### src/rtl/blru_pkg.sv
// ----------------------------------------------------------------------------
// Byte-budget LRU cache package
// Sizes, operation codes and the controller/datapath interface types.
// ----------------------------------------------------------------------------
package blru_pkg;

    localparam int ENTRIES = 64;
    localparam int IDX_W   = $clog2(ENTRIES);
    localparam int CNT_W   = $clog2(ENTRIES + 1);
    localparam int KEY_W   = 31;
    localparam int VAL_W   = 64;
    localparam int SIZE_W  = 24;
    localparam int TOT_W   = 25;
    localparam int EVC_W   = 7;
    localparam int OP_W    = 2;

    localparam logic [SIZE_W-1:0] CAP_RESET = 24'd65536;

    typedef enum logic [OP_W-1:0] {
        OP_GET   = 2'd0,
        OP_PUT   = 2'd1,
        OP_CLEAR = 2'd2
    } op_t;

    // Commands from the controller to the datapath.
    typedef struct packed {
        logic load;
        logic lookup;
        logic touch;
        logic rd_value;
        logic rd_size;
        logic replace;
        logic insert;
        logic evict_sel;
        logic evict_sub;
        logic clear_all;
        logic get_data;
        logic out_load;
    } blru_cmd_t;

    // Status from the datapath to the controller.
    typedef struct packed {
        logic [OP_W-1:0] op;
        logic            cap_zero;
        logic            hit;
        logic            full;
        logic            over;
        logic            out_busy;
    } blru_stat_t;

endpackage

### src/rtl/blru_ctrl.sv
// ----------------------------------------------------------------------------
// Byte-budget LRU cache controller
// Sequences lookup, recency update, insert, replace, clear and the eviction loop.
// ----------------------------------------------------------------------------
module blru_ctrl (
    input  logic                 aclk,
    input  logic                 aresetn,
    input  logic                 s_valid,
    output logic                 s_ready,
    input  blru_pkg::blru_stat_t stat,
    output blru_pkg::blru_cmd_t  cmd
);
    import blru_pkg::*;

    typedef enum logic [9:0] {
        ST_IDLE      = 10'b0000000001,
        ST_LOOKUP    = 10'b0000000010,
        ST_DECIDE    = 10'b0000000100,
        ST_GET_DATA  = 10'b0000001000,
        ST_REPLACE   = 10'b0000010000,
        ST_PRE_SUB   = 10'b0000100000,
        ST_INSERT    = 10'b0001000000,
        ST_EVICT_CHK = 10'b0010000000,
        ST_EVICT_SUB = 10'b0100000000,
        ST_RESP      = 10'b1000000000
    } state_t;

    state_t state_reg;
    state_t state_next;

    assign s_ready = (state_reg == ST_IDLE);

    // Next state and command decode.
    always_comb begin
        state_next = state_reg;
        cmd        = '0;
        case (state_reg)
            ST_IDLE: begin
                if (s_valid) begin
                    cmd.load   = 1'b1;
                    state_next = ST_LOOKUP;
                end
            end
            ST_LOOKUP: begin
                cmd.lookup = 1'b1;
                state_next = ST_DECIDE;
            end
            ST_DECIDE: begin
                case (stat.op)
                    OP_GET: begin
                        if (!stat.cap_zero && stat.hit) begin
                            cmd.touch    = 1'b1;
                            cmd.rd_value = 1'b1;
                            state_next   = ST_GET_DATA;
                        end else begin
                            state_next = ST_RESP;
                        end
                    end
                    OP_PUT: begin
                        if (stat.cap_zero) begin
                            state_next = ST_RESP;
                        end else if (stat.hit) begin
                            cmd.rd_size = 1'b1;
                            state_next  = ST_REPLACE;
                        end else if (stat.full) begin
                            cmd.evict_sel = 1'b1;
                            state_next    = ST_PRE_SUB;
                        end else begin
                            state_next = ST_INSERT;
                        end
                    end
                    OP_CLEAR: begin
                        cmd.clear_all = 1'b1;
                        state_next    = ST_RESP;
                    end
                    default: begin
                        state_next = ST_RESP;
                    end
                endcase
            end
            ST_GET_DATA: begin
                cmd.get_data = 1'b1;
                state_next   = ST_RESP;
            end
            ST_REPLACE: begin
                cmd.replace = 1'b1;
                cmd.touch   = 1'b1;
                state_next  = ST_EVICT_CHK;
            end
            ST_PRE_SUB: begin
                cmd.evict_sub = 1'b1;
                state_next    = ST_INSERT;
            end
            ST_INSERT: begin
                cmd.insert = 1'b1;
                state_next = ST_EVICT_CHK;
            end
            ST_EVICT_CHK: begin
                if (stat.over) begin
                    cmd.evict_sel = 1'b1;
                    state_next    = ST_EVICT_SUB;
                end else begin
                    state_next = ST_RESP;
                end
            end
            ST_EVICT_SUB: begin
                cmd.evict_sub = 1'b1;
                state_next    = ST_EVICT_CHK;
            end
            ST_RESP: begin
                if (!stat.out_busy) begin
                    cmd.out_load = 1'b1;
                    state_next   = ST_IDLE;
                end
            end
            default: begin
                state_next = ST_IDLE;
            end
        endcase
    end

    // State register.
    always_ff @(posedge aclk) begin
        if (!aresetn) begin
            state_reg <= ST_IDLE;
        end else begin
            state_reg <= state_next;
        end
    end

endmodule

### config.mk
export PLATFORM = sky130hd
export DESIGN_NAME = blru_ctrl
export DESIGN_NICKNAME = d
export VERILOG_FILES = /design/src/rtl/blru_pkg.sv /design/src/rtl/blru_ctrl.sv
export SDC_FILE = /design/constraint.sdc
export NUM_CORES = 1
export LEC_CHECK = 0
export BUFFER_PORTS_ARGS = -buffer_cell sky130_fd_sc_hd__buf_2
export CAP_MARGIN = 30
export CORE_MARGIN = 1
export CORE_UTILIZATION = 52
export DETAILED_ROUTE_END_ITERATION = 10
export GPL_TIMING_DRIVEN = 0
export PLACE_DENSITY = 0.93
export SLEW_MARGIN = 25
export SYNTH_ARGS = -nofsm -noshare
export SYNTH_HDL_FRONTEND = slang
export SYNTH_SLANG_ARGS = --single-unit
### constraint.sdc
create_clock -name aclk -period 5.5 [get_ports aclk]
set_input_delay 0.275 -clock aclk [delete_from_list [all_inputs] [get_ports aclk]]
set_output_delay 0.275 -clock aclk [all_outputs]
set_load 0.01 [all_outputs]
==> flow_metrics.env <==
export IMPL_grt_ovfl_total=0
export IMPL_cts_tree="yes"
export IMPL_postCtsSetupBuffers=0
export IMPL_via_count=769
export IMPL_die_height_um=38.8
export IMPL_crit_fanout=7
export IMPL_finalClockSkew_ns=0.00487
export IMPL_coreArea_mm2=0.00119
export IMPL_finalNetCount=128
export IMPL_cp_arrival_ns=2.17
export IMPL_period_minus_slack_ns=2.45
export IMPL_routed_wl_um=1710
export IMPL_synth_area_leaders="dfxtp_1 28%, nor2_1 6.9%, nand4_1 4.4%, nor4_1 3.6%, o21ai_0 3.6%"
export IMPL_drtAntennaViolNets=0
export IMPL_drive_above_1_share=0.336
export IMPL_routabilityCongestion=0.819
export IMPL_ctsHoldBuffers=0
export IMPL_synth_cell_type_count=40
export IMPL_areaGrowthSynthToFinish_pct=22.1
export IMPL_portBuffers=22
export IMPL_die_width_um=38.8
export IMPL_clock_sinks=10
export IMPL_switching_share=0.275
export IMPL_crit_top_cell="buf_2"
export IMPL_switchingPower_w=0.0000433
export IMPL_path_delay_family="simple AND/OR/NAND/NOR gates"
export IMPL_finalHoldViolations=0
export IMPL_synth_top_area_cell="dfxtp_1"
export IMPL_slew_headroom=0.530
export IMPL_syn_nets=100
export IMPL_p_leak_nw=0.418
export IMPL_cp_slowest_cell="or4_1"
export IMPL_max_stage_delay_ns=0.52
export IMPL_hpwl_um=1310
export IMPL_cts_clk_slew_worst_paths_ns=0.06
export IMPL_p_comb_frac=0.203
export IMPL_cts_root_buf="clkbuf_4"
export IMPL_setup_viol=0
export IMPL_wl_per_cell_um=13.2
export IMPL_crit_type="register to output port"
export IMPL_p_per_area_mw_per_mm2=184
export IMPL_status="completed"
export IMPL_cap_violations=0
export IMPL_grt_pass1_wl_um=2680
export IMPL_dr_pass1_iters=4
export IMPL_grt_max_degree=11
export IMPL_grt_pass1_vias=671
export IMPL_seqPwrFrac=0.486
export IMPL_crit_chain="or4_1, buf_2, nor4b_4, nand4b_1, o21ai_0, buf_2"
export IMPL_cp_start_kind="register"
export IMPL_worstPathRequired_ns=5.22
export IMPL_fin_setup_tns_ns=0
export IMPL_htree_levels=1
export IMPL_ys_seq_area_frac=0.285
export IMPL_n_antenna_cell=0
export IMPL_fin_crit_sh=0.445
export IMPL_clock_latency_ns=0.26
export IMPL_post_route_util=0.724
export IMPL_cp_num_buf_inv=2
export IMPL_syn_inst=90
export IMPL_clock_path_buffers=2
export IMPL_cts_buffers=3
export IMPL_end_kind="output port"
export IMPL_io_pins=23
export IMPL_num_rows=12
export IMPL_drv_slew=0
export IMPL_rsz0062_at_grt="false"
export IMPL_yosys_warnings=0
export IMPL_via_per_inst=5.92
export IMPL_start_util=0.593
export IMPL_cts_resized=0
export IMPL_hold_class="input pin to register"
export IMPL_first_iter_violations=14
export IMPL_p_int_w=0.000114
export IMPL_syn_area_um2=703
export IMPL_ys_ff_latch=10
export IMPL_vdd_ir_drop_max_uv=132
export IMPL_drc_errors=0
export IMPL_worst_slew_pin_slew_ns=0.697
export IMPL_pwr_share_clk=0.311
export IMPL_die_area_mm2=0.00150
export IMPL_avgSynthCellArea_um2=7.81
export IMPL_largest_reg_flops=10
export IMPL_antenna_found_initial=0
export IMPL_synth_top_area_share=0.285
export IMPL_fmax_mhz=409
export IMPL_track_usage=0.270
power groups by stage:
stage	sequential, W	combinational, W	clock, W
after floorplan	0.0000777	0.0000205	0
after CTS	0.0000765	0.0000308	0.0000506
after global routing	0.0000768	0.0000358	0.0000531
after detailed placement	0.0000782	0.0000305	0
final	0.0000766	0.0000321	0.0000490
after global placement	0.0000781	0.0000294	0
stage by stage:
stage               cell area (um^2)  cells  setup WS, ns  total power [W]  hold slack, ns
floorplan                        703     90          3.45        0.0000981           0.402
global placement                 831    126          3.36         0.000108           0.519
detailed placement               831    126          3.36         0.000109           0.542
CTS                              853    129          3.07         0.000158           0.286
global route                     858    130          2.85         0.000166           0.302
finish                           858    130          3.05         0.000158           0.284
Yosys cell counts, drive strengths merged:
master	number
a31oi	2
a311o	1
nor3	1
nor4	4
nor2	13
dfxtp	10
o31ai	1
o21ai	6
nand4	5
a41o	1
nor4b	1
nand2	3
nor3b	1
nand3b	1
a21oi	1
inv	6
nor2b	1
buf	2
and2	1
and3b	1
xor2	2
nand3	1
clkbuf	2
xnor2	1
a21o	1
nand4b	2
or2	4
or4	3
and3	3
nand2b	3
o41ai	1
or3	1
or4b	1
o21a	1
and4	2
layout by cell type (no fill, tap or decap), types with 4 or more instances in the layout:
cell type / netlist / routed
nand4_1: 5 / 5
nor2_1: 13 / 13
buf_2: 2 / 24
dfxtp_1: 10 / 10
inv_1: 5 / 5
o21ai_0: 5 / 5
nor4_1: 4 / 4
kinds of logic (layout without fill, tap and decap cells):
kind of cell           count (synthesis)  count (layout)  share of synthesized area
flip-flops                            10              10                      0.285
AO/OA/AOI/OAI                         15              15                      0.149
XOR/XNOR                               3               3                     0.0374
buffers and inverters                 10              36                     0.0587
AND/OR/NAND/NOR                       52              52                      0.470
final timing paths:
check	from	end	slack (ns)	cells past startpoint
setup / recovery	state_reg[4]$_SDFFE_PN0P_	cmd[9]	3.05	6
hold / removal	stat[1]	state_reg[8]$_SDFFE_PN0P_	0.28	2
setup reg to reg	state_reg[4]$_SDFFE_PN0P_	state_reg[7]$_SDFFE_PN0P_	3.33	5
hold reg to reg	state_reg[1]$_SDFFE_PN0P_	state_reg[2]$_SDFFE_PN0P_	0.55	1
final cells by class:
class	instances	area, um^2
sequential	10	200
inverter	6	22.5
buffer	4	18.8
clock buffer	3	22.5
tap	14	17.5
multi-input combinational	70	462
fill	87	328
timing repair buffer	23	115
routing by layer:
| layer | vias up | GRT usage | part of all wire |
|---|---|---|---|
| met3 | 4 | 0.0867 | 0.056 |
| met2 | 28 | 0.433 | 0.48 |
| li1 | 384 | - | - |
| met5 | - | 0 | 0 |
| met4 | 0 | 0.121 | 0.016 |
| met1 | 353 | 0.325 | 0.44 |
worst reg2reg max path, cell delays in order (launching register included):
cell	delay, ns
dfxtp_1	0.36
or4_1	0.52
buf_2	0.18
o41ai_1	0.68
clkbuf_2	0.26
nor4_1	0.06
No activity file was read; power rests on OpenSTA's default activity.
